==> config.mk <==
export PLATFORM = sky130hd
export DESIGN_NAME = mfp_ctrl
export DESIGN_NICKNAME = d
export VERILOG_FILES = /design/src/rtl/mfp_pkg.sv /design/src/rtl/mfp_ctrl.sv
export SDC_FILE = /design/constraint.sdc
export NUM_CORES = 1
export LEC_CHECK = 0
export ABC_AREA = 0
export BUFFER_PORTS_ARGS = -buffer_cell sky130_fd_sc_hd__buf_2
export CORE_AREA = 2 2 84 86
export CTS_BUF_LIST = sky130_fd_sc_hd__clkbuf_8
export DETAILED_ROUTE_END_ITERATION = 7
export DIE_AREA = 0 0 86 88
export HOLD_SLACK_MARGIN = 0.05
export PLACE_DENSITY = 0.88
export SYNTH_ARGS = -nofsm -noshare
export SYNTH_HDL_FRONTEND = slang
export SYNTH_SLANG_ARGS = --single-unit
==> constraint.sdc <==
create_clock -name clk -period 2.5 [get_ports clk]
set_input_delay 0.25 -clock clk [delete_from_list [all_inputs] [get_ports clk]]
set_output_delay 0.25 -clock clk [all_outputs]
set_load 0.01 [all_outputs]
==> src/rtl/mfp_pkg.sv <==
// ----------------------------------------------------------------------------
// mfp_pkg
// Types, constants and the sigmoid table of the MLP forward-pass core.
// ----------------------------------------------------------------------------
package mfp_pkg;

  localparam int MaxLayers  = 4;
  localparam int MaxNeurons = 16;
  localparam int ValueWidth = 16;
  localparam int SigEntries = 256;
  localparam int FracBits   = 12;

  localparam int CntW  = $clog2(MaxNeurons + 1);
  localparam int IdxW  = $clog2(MaxNeurons);
  localparam int LyrW  = $clog2(MaxLayers);
  localparam int WAddrW = LyrW + 2 * IdxW;
  localparam int BAddrW = LyrW + IdxW;
  localparam int SigW   = $clog2(SigEntries);

  localparam logic [1:0] FUNC_WEIGHT = 2'd0;
  localparam logic [1:0] FUNC_BIAS   = 2'd1;
  localparam logic [1:0] FUNC_SAMPLE = 2'd2;
  localparam logic [1:0] FUNC_NONE   = 2'd3;

  localparam logic [2:0] REG_INPUT_SIZE  = 3'd0;
  localparam logic [2:0] REG_LAYER_COUNT = 3'd1;
  localparam logic [2:0] REG_LAYER0_SIZE = 3'd2;
  localparam logic [2:0] REG_LAYER3_SIZE = 3'd5;

  typedef struct packed {
    logic [1:0]         func;
    logic [1:0]         layer_sel;
    logic [3:0]         neuron_sel;
    logic [3:0]         slot;
    logic signed [15:0] data_value;
    logic               vector_end;
  } in_item_t;

  typedef struct packed {
    logic [3:0]         out_index;
    logic signed [15:0] out_value;
    logic               out_last;
    logic               size_error;
  } out_item_t;

  typedef enum logic [2:0] {
    S_IDLE, S_START, S_NSTART, S_MAC, S_DRAIN, S_ACT, S_OUT, S_ERR
  } state_t;

  // Controller commands to the datapath.
  typedef struct packed {
    logic            in_take;
    logic            start;
    logic            acc_clr;
    logic            bias_rd;
    logic            mac_en;
    logic            act_wr;
    logic            layer_done;
    logic            out_load;
    logic            out_err;
    logic            out_last;
    logic [LyrW-1:0] lyr;
    logic [IdxW-1:0] nrn;
    logic [IdxW-1:0] idx;
  } ctl_cmd_t;

  typedef struct packed {
    logic out_full;
  } ctl_stat_t;

  typedef logic signed [ValueWidth-1:0] sig_tab_t [SigEntries];

  // Shift-and-subtract quotient, used only while the table is built.
  function automatic longint unsigned udiv(input longint unsigned a,
                                           input longint unsigned b);
    longint unsigned q, r;
    q = '0;
    r = '0;
    for (int i = 63; i >= 0; i--) begin
      r = {r[62:0], a[i]};
      if (r >= b) begin
        r = r - b;
        q[i] = 1'b1;
      end
    end
    return q;
  endfunction

  // e^-x sigmoid in Q4.12, entry k covers sums from -8 + k/16.
  function automatic sig_tab_t build_sig_tab();
    sig_tab_t            tab;
    longint              x;
    longint unsigned     t, f, n, term, sum, den, num;
    for (int k = 0; k < SigEntries; k++) begin
      x = -(longint'(1) << (ValueWidth - 1)) +
          ((longint'(k) << ValueWidth) >> SigW);
      t = (x < 0) ? longint'(-x) : longint'(x);
      f = t & ((64'd1 << FracBits) - 1);
      n = t >> FracBits;
      term = 64'd1 << 31;
      sum  = 64'd1 << 31;
      for (int i = 1; i <= 12; i++) begin
        term = udiv(term * f, 64'd4096 * longint'(i));
        if ((i & 1) == 1) sum = sum - term;
        else sum = sum + term;
      end
      while (n > 0 && sum != 0) begin
        sum = (sum * 64'd790015084) >> 31;
        n = n - 1;
      end
      den = (64'd1 << 31) + sum;
      num = (x >= 0) ? ((64'd1 << 31) << FracBits) : (sum << FracBits);
      tab[k] = ValueWidth'(udiv(num + (den >> 1), den));
    end
    return tab;
  endfunction

  localparam sig_tab_t SigTab = build_sig_tab();

endpackage

==> src/rtl/mfp_ctrl.sv <==
// ----------------------------------------------------------------------------
// mfp_ctrl
// Sequencer: configuration, sample counting, layer/neuron/MAC walk, output.
// ----------------------------------------------------------------------------
module mfp_ctrl (
  input  logic                 clk,
  input  logic                 rst,
  input  logic                 cfg_we,
  input  logic [2:0]           cfg_index,
  input  logic [4:0]           cfg_data,
  input  logic                 in_valid,
  input  mfp_pkg::in_item_t    in_item,
  output logic                 in_stall,
  input  mfp_pkg::ctl_stat_t   stat,
  output mfp_pkg::ctl_cmd_t    cmd
);

  localparam int CntW = mfp_pkg::CntW;
  localparam int LyrW = mfp_pkg::LyrW;
  localparam int IdxW = mfp_pkg::IdxW;

  mfp_pkg::state_t state, state_next;
  logic [4:0] input_size;
  logic [2:0] layer_count;
  logic [4:0] lsize [mfp_pkg::MaxLayers];
  logic [4:0] sample_count, sample_count_next;
  logic [LyrW-1:0] lyr, lyr_next;
  logic [CntW-1:0] nrn, nrn_next, idx, idx_next, oidx, oidx_next;
  logic [CntW-1:0] prevn, prevn_next, cur_n, cur_n_next;
  logic drain, drain_next;
  logic [2:0] lc_eff;
  logic accept, out_ready, bad_size;

  function automatic logic [CntW-1:0] eff_size(input logic [4:0] v);
    if (v == 5'd0) return CntW'(1);
    if (v > 5'(mfp_pkg::MaxNeurons)) return CntW'(mfp_pkg::MaxNeurons);
    return CntW'(v);
  endfunction

  assign accept    = in_valid && !in_stall;
  assign in_stall  = (state != mfp_pkg::S_IDLE);
  assign out_ready = !stat.out_full;
  assign lc_eff    = (layer_count == 3'd0) ? 3'd1 :
                     (layer_count > 3'(mfp_pkg::MaxLayers)) ? 3'(mfp_pkg::MaxLayers) :
                     layer_count;
  assign sample_count_next = (sample_count < 5'd31) ? sample_count + 5'd1 : sample_count;
  assign bad_size = (sample_count_next != input_size) || (input_size == 5'd0) ||
                    (input_size > 5'(mfp_pkg::MaxNeurons));

  always_ff @(posedge clk) begin
    if (rst) begin
      input_size  <= 5'd16;
      layer_count <= 3'd2;
      for (int k = 0; k < mfp_pkg::MaxLayers; k++) lsize[k] <= 5'd16;
    end else if (cfg_we) begin
      case (cfg_index) inside
        mfp_pkg::REG_INPUT_SIZE:  input_size  <= cfg_data;
        mfp_pkg::REG_LAYER_COUNT: layer_count <= cfg_data[2:0];
        [mfp_pkg::REG_LAYER0_SIZE:mfp_pkg::REG_LAYER3_SIZE]:
          lsize[LyrW'(cfg_index - mfp_pkg::REG_LAYER0_SIZE)] <= cfg_data;
        default: ;
      endcase
    end
  end

  always_ff @(posedge clk) begin
    if (rst) begin
      state        <= mfp_pkg::S_IDLE;
      sample_count <= 5'd0;
      lyr   <= '0;
      nrn   <= '0;
      idx   <= '0;
      oidx  <= '0;
      prevn <= '0;
      cur_n <= '0;
      drain <= 1'b0;
    end else begin
      state <= state_next;
      if (accept && in_item.func == mfp_pkg::FUNC_SAMPLE)
        sample_count <= in_item.vector_end ? 5'd0 : sample_count_next;
      lyr   <= lyr_next;
      nrn   <= nrn_next;
      idx   <= idx_next;
      oidx  <= oidx_next;
      prevn <= prevn_next;
      cur_n <= cur_n_next;
      drain <= drain_next;
    end
  end

  always_comb begin
    state_next = state;
    lyr_next   = lyr;
    nrn_next   = nrn;
    idx_next   = idx;
    oidx_next  = oidx;
    prevn_next = prevn;
    cur_n_next = cur_n;
    drain_next = drain;
    cmd = '0;
    cmd.in_take = accept;
    cmd.lyr = lyr;
    cmd.nrn = nrn[IdxW-1:0];
    cmd.idx = idx[IdxW-1:0];
    case (state)
      mfp_pkg::S_IDLE: begin
        if (accept && in_item.func == mfp_pkg::FUNC_SAMPLE && in_item.vector_end)
          state_next = bad_size ? mfp_pkg::S_ERR : mfp_pkg::S_START;
      end
      mfp_pkg::S_START: begin
        cmd.start  = 1'b1;
        lyr_next   = '0;
        nrn_next   = '0;
        prevn_next = CntW'(input_size);
        cur_n_next = eff_size(lsize[0]);
        state_next = mfp_pkg::S_NSTART;
      end
      mfp_pkg::S_NSTART: begin
        cmd.acc_clr = 1'b1;
        cmd.bias_rd = 1'b1;
        idx_next    = '0;
        state_next  = mfp_pkg::S_MAC;
      end
      mfp_pkg::S_MAC: begin
        cmd.mac_en = 1'b1;
        if (idx + CntW'(1) == prevn) begin
          drain_next = 1'b0;
          state_next = mfp_pkg::S_DRAIN;
        end else begin
          idx_next = idx + CntW'(1);
        end
      end
      mfp_pkg::S_DRAIN: begin
        // wait out the two MAC pipeline stages
        drain_next = 1'b1;
        if (drain) state_next = mfp_pkg::S_ACT;
      end
      mfp_pkg::S_ACT: begin
        cmd.act_wr = 1'b1;
        if (nrn + CntW'(1) < cur_n) begin
          nrn_next   = nrn + CntW'(1);
          state_next = mfp_pkg::S_NSTART;
        end else begin
          cmd.layer_done = 1'b1;
          nrn_next = '0;
          if (3'(lyr) + 3'd1 < lc_eff) begin
            lyr_next   = lyr + LyrW'(1);
            prevn_next = cur_n;
            cur_n_next = eff_size(lsize[lyr + LyrW'(1)]);
            state_next = mfp_pkg::S_NSTART;
          end else begin
            oidx_next  = '0;
            state_next = mfp_pkg::S_OUT;
          end
        end
      end
      mfp_pkg::S_OUT: begin
        cmd.idx = oidx[IdxW-1:0];
        if (out_ready) begin
          cmd.out_load = 1'b1;
          cmd.out_last = (oidx + CntW'(1) == cur_n);
          if (oidx + CntW'(1) == cur_n) state_next = mfp_pkg::S_IDLE;
          else oidx_next = oidx + CntW'(1);
        end
      end
      mfp_pkg::S_ERR: begin
        if (out_ready) begin
          cmd.out_err = 1'b1;
          state_next  = mfp_pkg::S_IDLE;
        end
      end
      default: state_next = mfp_pkg::S_IDLE;
    endcase
  end

endmodule

==> results of run 1 <==
flip-flops by register name, summed over array words and instances, names as in the netlist:
name and cells:
lyr 2, state 3, cur_n 5, prevn 5, layer_count 3, input_size 5
lsize 20, nrn 5, oidx 5, sample_count 5, idx 5, drain 1
worst max-delay path by stage:
stage | from | endpoint | slack (ns) | cells after the start
floorplan | nrn[0] | cur_n[0] | 0.22 | 10
global placement | nrn[1] | cur_n[2] | 0.11 | 10
detailed placement | nrn[1] | cur_n[0] | -0.008 | 10
CTS | nrn[1] | prevn[3] | 0.04 | 10
global route | nrn[0] | prevn[1] | 0.008 | 9
finish | nrn[0] | prevn[1] | 0.09 | 9
kinds of logic after synthesis:
group / synth area share
and+or+nand+nor: 0.239
AOI/OAI and AO/OA: 0.186
DFF: 0.387
buffers and inverters: 0.0533
xor gates and xnor gates: 0.0434
muxes: 0.0555
adders and majority gates: 0.0359
power by group:
| part | internal [mW] | switching, mW | total, mW |
|---|---|---|---|
| Sequential | 1.18 | 0.132 | 1.32 |
| Combinational | 0.410 | 0.563 | 0.973 |
| Clock | 0.443 | 0.397 | 0.840 |
| Total | 2.04 | 1.09 | 3.13 |
synthesized netlist by cell type, types with 5 or more instances:
cell      instances  share of area
a311oi_1         10          0.023
nand3b_1          5         0.0098
dfxtp_1          44           0.23
nand3_1          13          0.017
and2_1           19          0.031
ha_1             11          0.036
a211oi_1          7          0.014
clkbuf_1         13          0.013
and3_1            6         0.0098
a21oi_1          29          0.038
nor2_1           42          0.041
nand2_1          42          0.041
xor2_1            9          0.021
xnor2_1          10          0.023
o21ai_0          11          0.014
a22oi_1           6          0.012
or2_2             5         0.0082
nor3_1           11          0.014
nand2b_1          8          0.013
buf_4             8          0.016
edfxtp_1         20           0.16
inv_1            10         0.0098
mux2i_1          10          0.026
through the flow:
step,instance area (sq um),instances,hold slack [ns],setup WS [ns],TNS [ns]
2_1_floorplan,3830,424,0.368,0.223,0
3_3_place_gp,4030,523,0.475,0.113,0
3_5_place_dp,4030,523,0.484,-0.00780,-0.00780
4_1_cts,4240,541,0.204,0.0397,0
5_1_grt,4290,544,0.206,0.00826,0
6_report,4290,544,0.190,0.0939,0
critical path: cells and delay by family (launching register included):
family | cells | cell delay [ns]
flops | 1 | 0.37
compound gates | 3 | 0.84
xor+xnor | 1 | 0.20
simple gates | 3 | 0.47
fa+ha+maj | 2 | 0.42
layout make-up:
cell class,count,area share
Sequential cell,64,0.345
Clock inverter,7,0.0128
Inverter,14,0.0122
Multi-Input combinational cell,321,0.513
Timing Repair Buffer,49,0.0647
Tap cell,80,0.0233
Clock buffer,9,0.0288
timing repair:
item / in CTS / in global routing
setup endpoints to repair: 11 / 15
buffers inserted: 1 / 2
pin swaps: 2 / 5
gates cloned: 1 / 1
gates resized for setup: 3 / 9
metal layers:
metal,part of all wire,up-vias,routed length [um],track usage
li1,-,1613,-,-
met1,0.43,1548,3790,0.296
met2,0.50,122,4420,0.414
met3,0.059,19,524,0.0443
met4,0.019,0,169,0.0996
met5,0,-,0,0
==> impl_metrics.env, run 1 <==
export IMPL_overflow=0
export IMPL_cp_arrival_ns=2.65
export IMPL_worstHoldPathCells=2
export IMPL_remaining_drc_errors=0
export IMPL_required_ns=2.74
export IMPL_root_buffer="clkbuf_8"
export IMPL_setup_violations=0
export IMPL_worst_r2r_startpoint="nrn[0]"
export IMPL_die_h_um=88
export IMPL_die_x_um=86
export IMPL_ios=63
export IMPL_path_max_fanout=5
export IMPL_relSlewSlack=0.446
export IMPL_multi_input_area_sq_um=2200
export IMPL_port_buffers=36
export IMPL_cts_sinks=64
export IMPL_p_per_area_nw_per_um2=729
export IMPL_p_leak_nw=1.66
export IMPL_num_fill_cells=529
export IMPL_fin_crit_ns=2.41
export IMPL_core_sq_um=6640
export IMPL_total_power_mw=3.13
export IMPL_crit_type="register to register"
export IMPL_dieArea_sq_um=7570
export IMPL_path_cells="ha_4 > xor2_1 > ha_1 > nor2_1 > a21oi_2 > o41ai_4 > or2_4 > nor2_4 > a311oi_1"
export IMPL_synth_flop_cell="dfxtp_1"
export IMPL_final_cell_mix="43 x dfxtp_1, 42 x nand2_1, 42 x nor2_1, 36 x buf_2, 28 x a21oi_1"
export IMPL_gp_congestion=0.848
export IMPL_grt_pass1_wl_um=14100
export IMPL_cts_buffer_depth=2
export IMPL_fin_worst_skew_ns=0.00953
export IMPL_critPathLaunchType="register"
export IMPL_ant_nets=0
export IMPL_initial_core_util=0.576
export IMPL_synth_seq_cells=64
export IMPL_slew_viol_final=0
export IMPL_via_per_inst=6.07
export IMPL_hp_class="input port to register"
export IMPL_clock_latency_ns=0.35
export IMPL_fmax_mhz=416
export IMPL_synth_cell_type_count=65
export IMPL_hpwl_um=6290
export IMPL_num_rows=30
export IMPL_synthesis_nets=477
export IMPL_grt_pass1_vias=3040
export IMPL_vias=3302
export IMPL_fin_crit_sh=0.962
export IMPL_hp_start="cfg_data[4]"
export IMPL_clkTransAtPathRegs_ns=0.07
export IMPL_peakVddDrop_mv=0.383
export IMPL_finalHoldViolations=0
export IMPL_cts_buffers=9
export IMPL_r2r_slack_ns=0.09
export IMPL_area_delta_synth_final_pct=12.1
export IMPL_synthCells=424
export IMPL_status="complete, no violations"
export IMPL_yosysSeqAreaShare=0.387
export IMPL_rsz0062_at_grt="no"
export IMPL_drt_pass1_iter_count=5
export IMPL_cts_tree="yes"
export IMPL_wl_um=8900
export IMPL_ff2ff_path_depth=9
export IMPL_antenna_found_initial=0
export IMPL_synth_edff_count=20
export IMPL_final_common_cell="dfxtp_1"
export IMPL_utilization=0.646
export IMPL_cap_violations=0
export IMPL_avgSynthCellArea_sq_um=9.03
export IMPL_final_seq_area_sq_um=1480
export IMPL_async_flop_share=0
export IMPL_final_layout_size_suffix_gt1_frac=0.222
export IMPL_worst_path_largest_cell_delay_ns=0.49
export IMPL_layout_nets=512
export IMPL_hold_buffers=0
export IMPL_worst_path_max_delay_cell="o41ai_4"
export IMPL_synth_area_sq_um=3830
export IMPL_ys_warn_count=0
export IMPL_drt_iter0_markers=305
export IMPL_antenna_cells=0
export IMPL_holdPathEnd="input_size[4]"
export IMPL_grt_max_degree=50
export IMPL_r2r_end="prevn[1]"
export IMPL_track_usage=0.240
export IMPL_wl_per_cell_um=16.4
export IMPL_end_kind="register"
export IMPL_max_slew_worst_pin_slew_ns=0.828
export IMPL_cts_max_level=3
Power figures use the tool's default switching activity.
==> run 2, diff against run 1 <==
--- a/config.mk
+++ b/config.mk
@@ -7,3 +7,3 @@
 export LEC_CHECK = 0
-export ABC_AREA = 0
+export ABC_AREA = 1
 export BUFFER_PORTS_ARGS = -buffer_cell sky130_fd_sc_hd__buf_2
==> constraint.sdc (replaced) <==
create_clock -name clk -period 2.5 [get_ports clk]
set_input_delay 0 -clock clk [delete_from_list [all_inputs] [get_ports clk]]
set_output_delay 0 -clock clk [all_outputs]
set_load 0.01 [all_outputs]
==> run 2 against run 1 <==
Net effect:
- clock skew rose by 0.00071 ns
- worst hold slack got worse by 0.11 ns
- cell count up 24%
- count of clock-buffer cells in the layout is the same
- critical path type unchanged
- total power increased by 15%
- combinational power up 47%
- area after synthesis shrank 1.2%
- synthesized cell count increased by 28%
==> impl_metrics.env, run 2 <==
export IMPL_fin_setup_tns_ns=0
export IMPL_layout_nets=641
export IMPL_p_per_area_nw_per_um2=848
export IMPL_ios=63
export IMPL_antenna_found_initial=0
export IMPL_num_rows=30
export IMPL_fin_ws_ns=0.217
export IMPL_cp_arrival_ns=2.53
export IMPL_critPathLaunch="nrn[1]"
export IMPL_p_leak_nw=2.02
export IMPL_relSlewSlack=0.714
export IMPL_gp_congestion=0.930
export IMPL_required_ns=2.75
export IMPL_ant_nets=0
export IMPL_hpwl_um=6360
export IMPL_path_max_fanout=10
export IMPL_fin_crit_sh=0.913
export IMPL_clkTransAtPathRegs_ns=0.07
export IMPL_peakVddDrop_mv=0.505
export IMPL_root_buffer="clkbuf_8"
export IMPL_cts_setup_buffers=0
export IMPL_rsz0062_at_grt="no"
export IMPL_r2r_end="oidx[1]"
export IMPL_synth_area_sq_um=3780
export IMPL_grt_pass1_vias=3418
export IMPL_final_common_cell="nand2_1"
export IMPL_dieArea_sq_um=7570
export IMPL_fin_worst_skew_ns=0.0102
export IMPL_end_kind="register"
export IMPL_final_cell_mix="142 x nand2_1, 84 x nor2_1, 67 x inv_1, 43 x dfxtp_1, 41 x a21oi_1"
export IMPL_finalHoldViolations=0
export IMPL_yosysSeqAreaShare=0.392
export IMPL_setup_violations=0
export IMPL_cts_buffer_depth=2
export IMPL_synth_seq_cells=64
export IMPL_yosys_area_top_type="dfxtp_1"
export IMPL_grt_max_degree=36
export IMPL_r2r_slack_ns=0.22
export IMPL_port_buffers=36
export IMPL_synth_flop_cell="dfxtp_1"
export IMPL_yosys_top_cells_area="dfxtp_1 23%, edfxtp_1 16%, nand2_1 14%"
export IMPL_final_layout_size_suffix_gt1_frac=0.128
export IMPL_synth_top_area_share=0.233
export IMPL_fmax_mhz=438
export IMPL_crit_type="register to register"
export IMPL_initial_core_util=0.569
export IMPL_track_usage=0.244
export IMPL_fin_crit_ns=2.28
export IMPL_core_sq_um=6640
export IMPL_largest_register_ffs=20
export IMPL_cts_tree="yes"
export IMPL_vias=3666
export IMPL_synth_most_common_cell="nand2_1"
export IMPL_drt_pass1_iter_count=5
export IMPL_cts_max_level=3
export IMPL_avgSynthCellArea_sq_um=6.96
export IMPL_slew_viol_final=0
export IMPL_ff2ff_path_depth=13
export IMPL_grt_pass1_wl_um=14700
export IMPL_synth_edff_count=20
export IMPL_async_flop_share=0
export IMPL_cap_violations=0
export IMPL_via_per_inst=5.45
export IMPL_clock_latency_ns=0.36
export IMPL_overflow=0
export IMPL_worst_r2r_startpoint="nrn[1]"
export IMPL_area_delta_synth_final_pct=12.4
export IMPL_wl_um=8740
export IMPL_cts_buffers=9
export IMPL_synthesis_nets=597
export IMPL_synthCells=544
export IMPL_die_h_um=88
export IMPL_critPathLaunchType="register"
export IMPL_remaining_drc_errors=0
export IMPL_drt_iter0_markers=214
export IMPL_ys_warn_count=0
export IMPL_pre_cts_ws_ns=0.147
export IMPL_hp_class="input port to register"
export IMPL_largest_register="lsize"
export IMPL_status="complete, no violations"
export IMPL_synth_common_cells="142 x nand2_1, 86 x nor2_1, 64 x inv_1"
export IMPL_cts_sinks=64
export IMPL_wl_per_cell_um=13.0
export IMPL_max_slew_worst_pin_slew_ns=0.428
export IMPL_critical_path_endpoint="oidx[1]"
export IMPL_synth_cell_type_count=40
export IMPL_num_fill_cells=549
export IMPL_antenna_cells=0
export IMPL_die_x_um=86
## run 2: layout make-up
| type | instances | area, sq um | area share |
|---|---|---|---|
| flip-flops and latches | 64 | 1480 | 0.349 |
| well taps | 80 | 100 | 0.0235 |
| clock inverters | 7 | 32.5 | 0.00765 |
| inverters | 71 | 272 | 0.0638 |
| multi-input cells | 393 | 1940 | 0.455 |
| clock buffers | 9 | 124 | 0.0291 |
| repair buffers | 49 | 305 | 0.0718 |
## run 2: worst min path at each step
stage	start	end	slack (ns)	cells past startpoint
floorplan	stat	cmd[12]	0.05	1
global placement	cfg_index[0]	lsize[0][4]	0.30	3
detailed placement	cfg_data[1]	input_size[1]	0.32	3
CTS	cfg_index[1]	lsize[1][4]	0.07	4
global route	cfg_index[1]	lsize[1][4]	0.11	4
finish	cfg_index[1]	lsize[1][4]	0.08	4
## run 2: cells by family (layout without fill, tap and decap cells)
logic type,Yosys count,after routing,share of synthesized area
flops,64,64,0.392
xor+xnor,5,5,0.0116
buf+inv,87,136,0.0992
simple gates,288,288,0.336
compound gates,89,89,0.125
fa+ha+maj,11,11,0.0364
## run 2: layer usage
layer | track usage | share of wire | vias up
li1 | - | - | 1845
met1 | 0.287 | 0.42 | 1664
met2 | 0.433 | 0.50 | 136
met3 | 0.0405 | 0.056 | 21
met4 | 0.114 | 0.025 | 0
met5 | 0 | 0 | -
## run 2: report_power, final
part,switching (mW),internal (mW)
clock,0.400,0.341
combinational,0.938,0.494
sequential,0.185,1.25
total,1.52,2.09
## run 2: metrics by stage
step	cell area, sq um	std cells	utilization	hold slack (ns)	power (mW)
final	4250	673	0.640	0.0790	3.61
after global routing	4250	673	0.640	0.112	3.89
after CTS	4240	673	0.638	0.0678	3.59
after detailed placement	3980	646	0.598	0.322	2.84
after global placement	3980	646	0.598	0.302	2.78
after floorplan	3780	544	-	0.0475	2.54
## run 2: critical path, stage by stage (launching register included)
cell and delay (ns):
dfxtp_1 0.37, ha_1 0.20, nand3_1 0.10, xnor2_1 0.16, ha_1 0.31, nand2_1 0.08
nor2_1 0.10, o21ai_1 0.15, nand3_4 0.15, nand2_1 0.07, nor2_2 0.13, nand3_4 0.15
a21oi_1 0.15, nor2_1 0.05
## run 2: timing repair
item / 4_1_cts / 5_1_grt
resized for setup: 0 / 5
hold buffers: 11 / 0
hold endpoints to repair: 27 / 0
setup endpoints to repair: 0 / 18
